File: config.mk
export PLATFORM = sky130hd
export DESIGN_NAME = pulse_distance_rf_encoder
export DESIGN_NICKNAME = d
export VERILOG_FILES = /design/src/rtl/pde_pkg.sv /design/src/rtl/pde_cfg_regs.sv /design/src/rtl/pulse_distance_rf_encoder.sv
export SDC_FILE = /design/constraint.sdc
export NUM_CORES = 1
export LEC_CHECK = 0
export BUFFER_PORTS_ARGS = -buffer_cell sky130_fd_sc_hd__clkbuf_2
export CAP_MARGIN = 20
export CORE_MARGIN = 2
export CORE_UTILIZATION = 27
export CTS_CLUSTER_DIAMETER = 150
export CTS_CLUSTER_SIZE = 24
export DETAILED_ROUTE_END_ITERATION = 8
export PLACE_DENSITY = 0.44
export RECOVER_POWER = 100
export SLEW_MARGIN = 30
export SYNTH_ARGS = -nofsm -noshare
export SYNTH_HDL_FRONTEND = slang
export SYNTH_SLANG_ARGS = --single-unit
File: constraint.sdc
create_clock -name clk -period 7.65 [get_ports clk]
set_input_delay 1.53 -clock clk [delete_from_list [all_inputs] [get_ports clk]]
set_output_delay 1.53 -clock clk [all_outputs]
set_load 0.01 [all_outputs]
File: src/rtl/pde_pkg.sv
// pulse distance encoder package: field widths, register indexes and the
// configuration bundle shared by the register file and the top level
// no dependencies
package pde_pkg;

  localparam int HT_W       = 12;  // high and low mark lengths
  localparam int PX_W       = 15;  // 3*low + 2*high
  localparam int SYNC_W     = 16;  // 2*px
  localparam int GAP_W      = 18;  // 4*sync
  localparam int SEG_W      = 21;  // 50*sync, longest segment
  localparam int BC_W       = 6;
  localparam int RC_W       = 8;
  localparam int CFG_IDX_W  = 2;
  localparam int CFG_DATA_W = 12;

  localparam logic [CFG_IDX_W-1:0] REG_BIT_COUNT    = 2'd0;
  localparam logic [CFG_IDX_W-1:0] REG_REPEAT_COUNT = 2'd1;
  localparam logic [CFG_IDX_W-1:0] REG_HIGH_TIME    = 2'd2;
  localparam logic [CFG_IDX_W-1:0] REG_LOW_TIME     = 2'd3;

  // settings plus segment lengths already worked out from them
  typedef struct packed {
    logic [BC_W-1:0]   bit_count;
    logic [RC_W-1:0]   repeat_count;
    logic [HT_W-1:0]   hi_len;
    logic [HT_W-1:0]   lo_len;
    logic [PX_W-1:0]   px_len;
    logic [SYNC_W-1:0] sync_len;
    logic [GAP_W-1:0]  gap_len;
    logic [SEG_W-1:0]  final_len;
  } pde_cfg_t;

endpackage

File: src/rtl/pde_cfg_regs.sv
// configuration registers of the pulse distance encoder, with the derived
// segment lengths registered at write time
// depends on pde_pkg
module pde_cfg_regs
  import pde_pkg::*;
(
  input  logic                  clk,
  input  logic                  rst_n,
  input  logic                  cfg_we,
  input  logic [CFG_IDX_W-1:0]  cfg_index,
  input  logic [CFG_DATA_W-1:0] cfg_wdata,
  output pde_cfg_t              cfg
);

  pde_cfg_t cfg_r;
  pde_cfg_t cfg_nxt;

  always_comb begin
    logic [HT_W-1:0]   hi_raw;
    logic [HT_W-1:0]   lo_raw;
    logic [HT_W-1:0]   hi_eff;
    logic [HT_W-1:0]   lo_eff;
    logic [PX_W-1:0]   px;
    logic [SYNC_W-1:0] sync_v;
    cfg_nxt = cfg_r;
    hi_raw  = cfg_r.hi_len;
    lo_raw  = cfg_r.lo_len;
    if (cfg_we) begin
      case (cfg_index)
        REG_BIT_COUNT:    cfg_nxt.bit_count    = cfg_wdata[BC_W-1:0];
        REG_REPEAT_COUNT: cfg_nxt.repeat_count = cfg_wdata[RC_W-1:0];
        REG_HIGH_TIME:    hi_raw               = cfg_wdata[HT_W-1:0];
        REG_LOW_TIME:     lo_raw               = cfg_wdata[HT_W-1:0];
        default: ;
      endcase
    end
    // a zero length counts as one tick
    hi_eff = (hi_raw == '0) ? HT_W'(1) : hi_raw;
    lo_eff = (lo_raw == '0) ? HT_W'(1) : lo_raw;
    px     = (PX_W'(lo_eff) << 1) + PX_W'(lo_eff) + (PX_W'(hi_eff) << 1);
    sync_v = {px, 1'b0};
    cfg_nxt.hi_len    = hi_eff;
    cfg_nxt.lo_len    = lo_eff;
    cfg_nxt.px_len    = px;
    cfg_nxt.sync_len  = sync_v;
    cfg_nxt.gap_len   = {sync_v, 2'b00};
    // 50*sync as 32 + 16 + 2
    cfg_nxt.final_len = (SEG_W'(sync_v) << 5) + (SEG_W'(sync_v) << 4) + (SEG_W'(sync_v) << 1);
  end

  always_ff @(posedge clk) begin
    if (!rst_n) begin
      cfg_r.bit_count    <= BC_W'(32);
      cfg_r.repeat_count <= RC_W'(4);
      cfg_r.hi_len       <= HT_W'(300);
      cfg_r.lo_len       <= HT_W'(300);
      cfg_r.px_len       <= PX_W'(1500);
      cfg_r.sync_len     <= SYNC_W'(3000);
      cfg_r.gap_len      <= GAP_W'(12000);
      cfg_r.final_len    <= SEG_W'(150000);
    end else begin
      cfg_r <= cfg_nxt;
    end
  end

  assign cfg = cfg_r;

endmodule

File: src/rtl/pulse_distance_rf_encoder.sv
// pulse distance on-off keyed encoder, top level
// each accepted word's result word is registered in the output register
// throughput: one word per cycle; the segment counter and phase step once per tick word
// the output register frees itself when taken, so input is stalled only by a held result
// reset (rst_n low, synchronous): idle, no result word valid, counters clear, settings to defaults
module pulse_distance_rf_encoder
  import pde_pkg::*;
#(
  parameter int MESSAGE_WIDTH = 32
) (
  input  logic                  clk,
  input  logic                  rst_n,
  // input words
  input  logic                  in_valid,
  output logic                  in_ready,
  input  logic                  in_command,
  input  logic [31:0]           in_message,
  // result words
  output logic                  out_valid,
  input  logic                  out_ready,
  output logic                  out_pin_level,
  output logic                  out_busy_res,
  output logic                  out_done_res,
  // configuration writes
  input  logic                  cfg_we,
  input  logic [CFG_IDX_W-1:0]  cfg_index,
  input  logic [CFG_DATA_W-1:0] cfg_wdata
);

  // width of the bits-left counter, which must hold MESSAGE_WIDTH itself
  localparam int BL_W  = $clog2(MESSAGE_WIDTH + 1);
  // width of a bit index into the message
  localparam int IDX_W = (MESSAGE_WIDTH > 1) ? $clog2(MESSAGE_WIDTH) : 1;
  // message port is 32 bits; widen it when the stored word is wider
  localparam int EXT_W = (MESSAGE_WIDTH > 32) ? MESSAGE_WIDTH : 32;

  // phase codes
  localparam logic [3:0] PH_IDLE    = 4'd0;
  localparam logic [3:0] PH_SYNC_HI = 4'd1;
  localparam logic [3:0] PH_SYNC_LO = 4'd2;
  localparam logic [3:0] PH_B_H1    = 4'd3;
  localparam logic [3:0] PH_B_L1    = 4'd4;
  localparam logic [3:0] PH_B_H2    = 4'd5;
  localparam logic [3:0] PH_B_L2    = 4'd6;
  localparam logic [3:0] PH_END_HI  = 4'd7;
  localparam logic [3:0] PH_END_LO  = 4'd8;
  localparam logic [3:0] PH_GAP     = 4'd9;
  localparam logic [3:0] PH_FINAL   = 4'd10;

  pde_cfg_t cfg;

  pde_cfg_regs u_cfg (
    .clk       (clk),
    .rst_n     (rst_n),
    .cfg_we    (cfg_we),
    .cfg_index (cfg_index),
    .cfg_wdata (cfg_wdata),
    .cfg       (cfg)
  );

  // transmitter state
  logic [3:0]               phase_r,       phase_nxt;
  logic [SEG_W-1:0]         seg_cnt_r,     seg_cnt_nxt;
  logic [MESSAGE_WIDTH-1:0] shift_r,       shift_nxt;
  logic [BL_W-1:0]          bits_left_r,   bits_left_nxt;
  logic [RC_W-1:0]          frames_left_r, frames_left_nxt;

  // output register
  logic out_valid_r;
  logic out_pin_level_r, out_pin_level_nxt;
  logic out_busy_res_r,  out_busy_res_nxt;
  logic out_done_res_r,  out_done_res_nxt;

  logic             in_fire;
  logic             active;
  logic             cur_bit;
  logic [BL_W-1:0]  bl_m1;
  logic [BL_W-1:0]  bl_after;
  logic [BL_W-1:0]  bc_clamp;
  logic [6:0]       bc_wide;
  logic [SEG_W-1:0] cnt_dec;
  logic             expire;
  logic [EXT_W-1:0] msg_ext;
  logic             frame_start;
  logic [RC_W-1:0]  frames_src;

  // the output register empties as it is taken, so a new word can enter alongside
  assign in_ready = !out_valid_r || out_ready;
  assign in_fire  = in_valid && in_ready;

  assign active  = (phase_r != PH_IDLE);
  assign msg_ext = EXT_W'(in_message);

  // bit under transmission: bit (bits_left - 1) of the message, zero when none left
  assign bl_m1   = bits_left_r - BL_W'(1);
  assign cur_bit = (bits_left_r == '0) ? 1'b0 : shift_r[bl_m1[IDX_W-1:0]];
  assign bl_after = (bits_left_r == '0) ? '0 : bl_m1;

  // bit count clamped to the stored message width
  assign bc_wide  = {1'b0, cfg.bit_count};
  assign bc_clamp = (bc_wide > 7'(MESSAGE_WIDTH)) ? BL_W'(MESSAGE_WIDTH) : BL_W'(bc_wide);

  // segment countdown; the tick that empties it moves to the next segment
  assign cnt_dec = (seg_cnt_r == '0) ? '0 : seg_cnt_r - SEG_W'(1);
  assign expire  = (cnt_dec == '0);

  always_comb begin
    phase_nxt       = phase_r;
    seg_cnt_nxt     = seg_cnt_r;
    shift_nxt       = shift_r;
    bits_left_nxt   = bits_left_r;
    frames_left_nxt = frames_left_r;
    frame_start     = 1'b0;
    frames_src      = frames_left_r;
    out_done_res_nxt = 1'b0;

    if (in_fire) begin
      if (in_command) begin
        // start while busy is dropped and counts as no tick
        if (!active) begin
          shift_nxt   = msg_ext[MESSAGE_WIDTH-1:0];
          frame_start = 1'b1;
          frames_src  = cfg.repeat_count;
        end
      end else if (active) begin
        seg_cnt_nxt = cnt_dec;
        if (expire) begin
          case (phase_r)
            PH_SYNC_HI: begin
              phase_nxt   = PH_SYNC_LO;
              seg_cnt_nxt = SEG_W'(cfg.sync_len);
            end
            PH_SYNC_LO: begin
              phase_nxt   = (bits_left_r != '0) ? PH_B_H1 : PH_END_HI;
              seg_cnt_nxt = SEG_W'(cfg.hi_len);
            end
            PH_B_H1: begin
              // a one has the long space first
              phase_nxt   = PH_B_L1;
              seg_cnt_nxt = cur_bit ? SEG_W'(cfg.px_len) : SEG_W'(cfg.lo_len);
            end
            PH_B_L1: begin
              phase_nxt   = PH_B_H2;
              seg_cnt_nxt = SEG_W'(cfg.hi_len);
            end
            PH_B_H2: begin
              phase_nxt   = PH_B_L2;
              seg_cnt_nxt = cur_bit ? SEG_W'(cfg.lo_len) : SEG_W'(cfg.px_len);
            end
            PH_B_L2: begin
              bits_left_nxt = bl_after;
              phase_nxt     = (bl_after != '0) ? PH_B_H1 : PH_END_HI;
              seg_cnt_nxt   = SEG_W'(cfg.hi_len);
            end
            PH_END_HI: begin
              phase_nxt   = PH_END_LO;
              seg_cnt_nxt = SEG_W'(cfg.lo_len);
            end
            PH_END_LO: begin
              phase_nxt   = PH_GAP;
              seg_cnt_nxt = SEG_W'(cfg.gap_len);
            end
            PH_GAP: begin
              frame_start = 1'b1;
            end
            default: begin
              // end of the final gap
              phase_nxt        = PH_IDLE;
              out_done_res_nxt = 1'b1;
            end
          endcase
        end
      end
    end

    // frame start: another frame if any are left, else the closing low
    if (frame_start) begin
      if (frames_src == '0) begin
        frames_left_nxt = frames_src;
        phase_nxt       = PH_FINAL;
        seg_cnt_nxt     = cfg.final_len;
      end else begin
        frames_left_nxt = frames_src - RC_W'(1);
        bits_left_nxt   = bc_clamp;
        phase_nxt       = PH_SYNC_HI;
        seg_cnt_nxt     = SEG_W'(cfg.hi_len);
      end
    end

    out_pin_level_nxt = (phase_nxt == PH_SYNC_HI) || (phase_nxt == PH_B_H1) ||
                        (phase_nxt == PH_B_H2) || (phase_nxt == PH_END_HI);
    out_busy_res_nxt  = (phase_nxt != PH_IDLE);
  end

  always_ff @(posedge clk) begin
    if (!rst_n) begin
      phase_r       <= PH_IDLE;
      seg_cnt_r     <= '0;
      shift_r       <= '0;
      bits_left_r   <= '0;
      frames_left_r <= '0;
    end else begin
      phase_r       <= phase_nxt;
      seg_cnt_r     <= seg_cnt_nxt;
      shift_r       <= shift_nxt;
      bits_left_r   <= bits_left_nxt;
      frames_left_r <= frames_left_nxt;
    end
  end

  // result word register
  always_ff @(posedge clk) begin
    if (!rst_n) begin
      out_valid_r <= 1'b0;
    end else if (in_fire) begin
      out_valid_r <= 1'b1;
    end else if (out_ready) begin
      out_valid_r <= 1'b0;
    end
  end

  always_ff @(posedge clk) begin
    if (in_fire) begin
      out_pin_level_r <= out_pin_level_nxt;
      out_busy_res_r  <= out_busy_res_nxt;
      out_done_res_r  <= out_done_res_nxt;
    end
  end

  assign out_valid     = out_valid_r;
  assign out_pin_level = out_pin_level_r;
  assign out_busy_res  = out_busy_res_r;
  assign out_done_res  = out_done_res_r;

`ifndef ASSERT_OFF
  // a running segment always has ticks left
  a_seg_nonzero: assert property (@(posedge clk) disable iff (!rst_n)
    (phase_r != PH_IDLE) |-> (seg_cnt_r != '0))
    else $error("segment counter empty while transmitting");

  // never more bits pending than the message holds
  a_bits_bound: assert property (@(posedge clk) disable iff (!rst_n)
    bits_left_r <= BL_W'(MESSAGE_WIDTH))
    else $error("bits left exceeds message width");

  // done only marks the word that leaves the busy state
  a_done_idle: assert property (@(posedge clk) disable iff (!rst_n)
    (out_valid_r && out_done_res_r) |-> !out_busy_res_r)
    else $error("done reported while still busy");

  // the pin goes high only during a transmission
  a_pin_busy: assert property (@(posedge clk) disable iff (!rst_n)
    (out_valid_r && out_pin_level_r) |-> out_busy_res_r)
    else $error("pin high while idle");

  // a tick word with the counter at one leaves the current phase
  a_phase_moves: assert property (@(posedge clk) disable iff (!rst_n)
    (in_fire && !in_command && (phase_r != PH_IDLE) && (seg_cnt_r == SEG_W'(1))
     && (phase_r != PH_GAP)) |=> (phase_r != $past(phase_r)))
    else $error("phase held after its segment ran out");
`endif

endmodule

==> parameters.txt <==
Parameter                              Value

Place
  DP Cell Count    1658
  Weighted congestion at the end of routability-driven global placement    0.821
  Pre-CTS setup slack    -268 ps
  Port Buf Inserts    56
  Post-DP HPWL    21.8 mm

Cells and area
  Non-filler instance count after layout    1690
  Synthesis-to-finish area growth    14.1%
  Final #Nets    1332
  Fraction of layout cells with a size suffix above 1    11.5%
  Ant. Diodes    0

Die
  Height of the chip    192 um
  Die area    36800 um^2
  Horizontal die dimension    192 um
  Ports placed on the boundary    57
  Area of the core    34600 um^2
  Initial Util    27.5%
  Row count    68

Critical path
  Setup CP Type    in2reg
  Most frequent cell on the critical path    sky130_fd_sc_hd__nor2_1
  Worst reg2reg path endpoint    seg_cnt_r[16]$_SDFFE_PN0P_
  Family with the most delay on the worst path    compound AO/OA/AOI/OAI gates
  Critical path's slowest cell    sky130_fd_sc_hd__fa_1
  Critical Path AT    7450 ps
  Crit path buffers/inverters    3
  Endpoint class of the critical path    register
  Reg-to-Reg Start    seg_cnt_r[2]$_SDFFE_PN0P_
  Worst reg2reg path depth    9
  Worst endpoint required time    7950 ps
  Worst setup SP type    input port
  Worst stage delay on the critical path    500 ps
  Worst-path maximum fanout    5
  Register-to-register setup slack    1390 ps

Yosys
  Count of synthesis-stage warnings from yosys    0
  Top cell type by total area after synthesis    sky130_fd_sc_hd__dfxtp_1
  Mean instance size in the synthesized netlist    8.08 um^2
  Yosys top cell area share    29.4%
  Number of storage elements in the synthesis netlist    143
  Cells after Synth    1178
  Number of flops mapped to enable cells by yosys    3
  Synth unique cells    86
  Cell types occupying the most area after synthesis    sky130_fd_sc_hd__dfxtp_1 29%, sky130_fd_sc_hd__nand2_1 5.9%, sky130_fd_sc_hd__ha_1 5.8%
  Top FF cell, synth    sky130_fd_sc_hd__dfxtp_1
  Netlist area before placement    9520 um^2
  Synthesized net count    1288
  Share of flip-flops with an asynchronous set or reset    0%
  Sequential share of the synthesized area    30.4%

Power and ir drop
  Power Density    373 nW/um^2
  Pleak    0.00456 uW
  VDD IR-drop max    0.173 mV

STA
  Post-route clock skew    11.1 ps
  Final Hold Viols    0
  Crit path setup slack, layout    506 ps
  Actual slew at the worst max-slew pin    3280 ps
  Unrepaired setup endpoints after global routing    false
  Fraction of the cycle the final worst path needs    93.4%
  Max-Slew Margin vs Limit    -118%
  Setup violators final    0
  Fin. max-slew vios    81
  Final critical-path required period    7140 ps
  Highest achievable clock rate    0.140 GHz

Status
  Violations in the final reports    max-capacitance violations, max-slew violations
  Run status    finished with violations

Detailed routing
  DRT Wirelength    28.7 mm
  Via density per instance    5.01
  DR pass1 iterations    5
  Average wire length per cell after detail routing    17.0 um
  Number of nets still failing antenna checks after routing    0
  Total via count in the routed design    8472
  Detailed Route Iter0 Violations    475
  Number of remaining DRC errors    0

GRT
  GRT Total Usage    15.8%
  Wire length of the first global-routing pass    45.4 mm
  Vias in the first global route    8215
  Aggregate global routing overflow    0
  Maximum number of pins on one net before global-route repair    68
  Number of antenna violations at the first check in global routing    0

Clock network
  Num CTS Buffers    17
  Clk buf depth    2
  Post-CTS clock slew at the launch and capture registers of the worst setup and hold paths    70 ps
  # H-tree levels    4
  Buffer cell driving the clock tree root    sky130_fd_sc_hd__clkbuf_16
  Clock sinks    143
  Clock tree from TritonCTS    yes
  Clock insertion delay at the later pin of the skew report    430 ps
  CTS Hold Bufs    0

Job
  Maxcap violations    2

Worst hold path
  Endpoint, Worst Hold    shift_r[9]$_SDFFE_PN0P_
  Path class of the lowest-slack min-delay path    reg2reg
  Worst hold path depth    2
  Worst Min Path Start    shift_r[9]$_SDFFE_PN0P_
## worst reg2reg max path: cells and delay by family (launching register included)
| family | cells | cell delay (ps) |
|---|---|---|
| and+or+nand+nor | 5 | 3990 |
| DFF | 1 | 410 |
| muxes | 1 | 640 |
| AOI/OAI and AO/OA | 3 | 1160 |
## registers in the layout, indices dropped and copies added, names as in the netlist
name / flops
seg_cnt_r: 21
bits_left_r: 6
out_valid: 1
out_busy_res: 1
frames_left_r: 8
phase_r: 4
shift_r: 32
out_done_res: 1
u_cfg.cfg: 68
out_pin_level: 1
## worst max-delay path by stage
stage | to | depth (start not counted) | startpoint
floorplan | u_cfg.cfg[19]$_SDFF_PN0_ | 28 | cfg_index[1]
global placement | u_cfg.cfg[19]$_SDFF_PN0_ | 28 | cfg_index[1]
detailed placement | u_cfg.cfg[19]$_SDFF_PN0_ | 28 | cfg_index[1]
CTS | u_cfg.cfg[19]$_SDFF_PN0_ | 28 | cfg_index[1]
global route | u_cfg.cfg[19]$_SDFF_PN0_ | 28 | cfg_index[1]
finish | u_cfg.cfg[19]$_SDFF_PN0_ | 28 | cfg_index[1]
## layout by cell type (no fill, tap or decap), types with 16 or more instances in the layout
cell                        count
sky130_fd_sc_hd__dfxtp_1      140
sky130_fd_sc_hd__nand2_1      150
sky130_fd_sc_hd__clkbuf_2      51
sky130_fd_sc_hd__xnor2_1       36
sky130_fd_sc_hd__inv_1         75
sky130_fd_sc_hd__mux2i_1       50
sky130_fd_sc_hd__clkbuf_1      16
sky130_fd_sc_hd__xor2_1        16
sky130_fd_sc_hd__a21oi_1       74
sky130_fd_sc_hd__nor2_1       117
sky130_fd_sc_hd__nand3_1       34
sky130_fd_sc_hd__clkbuf_16     18
sky130_fd_sc_hd__o21ai_0       54
sky130_fd_sc_hd__ha_1          44
sky130_fd_sc_hd__a31oi_1       21
sky130_fd_sc_hd__buf_4         18
sky130_fd_sc_hd__nor3_1        29
## repair_timing
action | 4_1_cts | 5_1_grt
buffers inserted | 0 | 0
gates resized for setup | 0 | 4
endpoints found under the setup margin | 0 | 4
## layout make-up
cell class | instances | area (um^2)
Fill cell | 3738 | 23800
Inverter | 76 | 285
Tap cell | 455 | 569
Multi-Input combinational cell | 898 | 6070
Sequential cell | 143 | 2890
Clock buffer | 19 | 464
Clock inverter | 13 | 126
Timing Repair Buffer | 86 | 458
## cell usage after synthesis, types with 12 or more instances
library cell and instances:
sky130_fd_sc_hd__a21oi_1 74, sky130_fd_sc_hd__nand2b_1 13, sky130_fd_sc_hd__inv_1 75, sky130_fd_sc_hd__nand4_1 12
sky130_fd_sc_hd__nor3_1 29, sky130_fd_sc_hd__nor2_1 118, sky130_fd_sc_hd__ha_1 44, sky130_fd_sc_hd__and2_1 15
sky130_fd_sc_hd__a31oi_1 21, sky130_fd_sc_hd__clkbuf_1 41, sky130_fd_sc_hd__a221oi_1 14, sky130_fd_sc_hd__nand3_1 34
sky130_fd_sc_hd__xor2_1 16, sky130_fd_sc_hd__a21o_1 12, sky130_fd_sc_hd__dfxtp_1 140, sky130_fd_sc_hd__fa_1 14
sky130_fd_sc_hd__nand2_1 150, sky130_fd_sc_hd__xnor2_1 36, sky130_fd_sc_hd__mux2i_1 51, sky130_fd_sc_hd__o21ai_0 54
sky130_fd_sc_hd__o31ai_1 12
## layer usage
metal | up-vias | share of wire [%] | global-route usage (%) | routed length (um)
met5 | - | 0 | 0 | 0
met4 | 0 | 1.1 | 3.58 | 301
met3 | 15 | 2.9 | 2.14 | 828
met2 | 129 | 45 | 25.1 | 12900
met1 | 4045 | 51 | 22.4 | 14600
li1 | 4283 | - | - | -
## where the power goes
group / total [uW] / switching [uW] / internal [uW] / leakage [uW]
Combinational: 2230 / 1320 / 904 / 0.00310
Clock: 847 / 364 / 483 / 0.000289
Sequential: 976 / 109 / 867 / 0.00118
## metrics by stage
stage / setup TNS [ps] / hold slack (ps) / area, um^2 / utilization (%) / power, uW
finish: 0 / 452 / 10900 / 31.4 / 4050
global route: 0 / 465 / 10900 / 31.4 / 4410
CTS: 0 / 457 / 10900 / 31.6 / 4100
detailed placement: -520 / 447 / 10300 / 29.9 / 3230
global placement: -50.5 / 441 / 10300 / 29.9 / 3230
floorplan: 0 / 428 / 9520 / - / 2670
## kinds of logic (layout without fill, tap and decap cells)
kind of cell,count (synthesis),in the layout,synth area share [%]
AO/OA/AOI/OAI,280,280,19.8
adder cells (fa/ha/maj),59,59,8.83
multiplexers,67,67,8.32
AND/OR/NAND/NOR,440,440,22.2
flip-flops,143,143,30.4
XOR/XNOR,52,52,4.78
buffers and inverters,137,194,5.67
(Power assumes the default switching activity.)
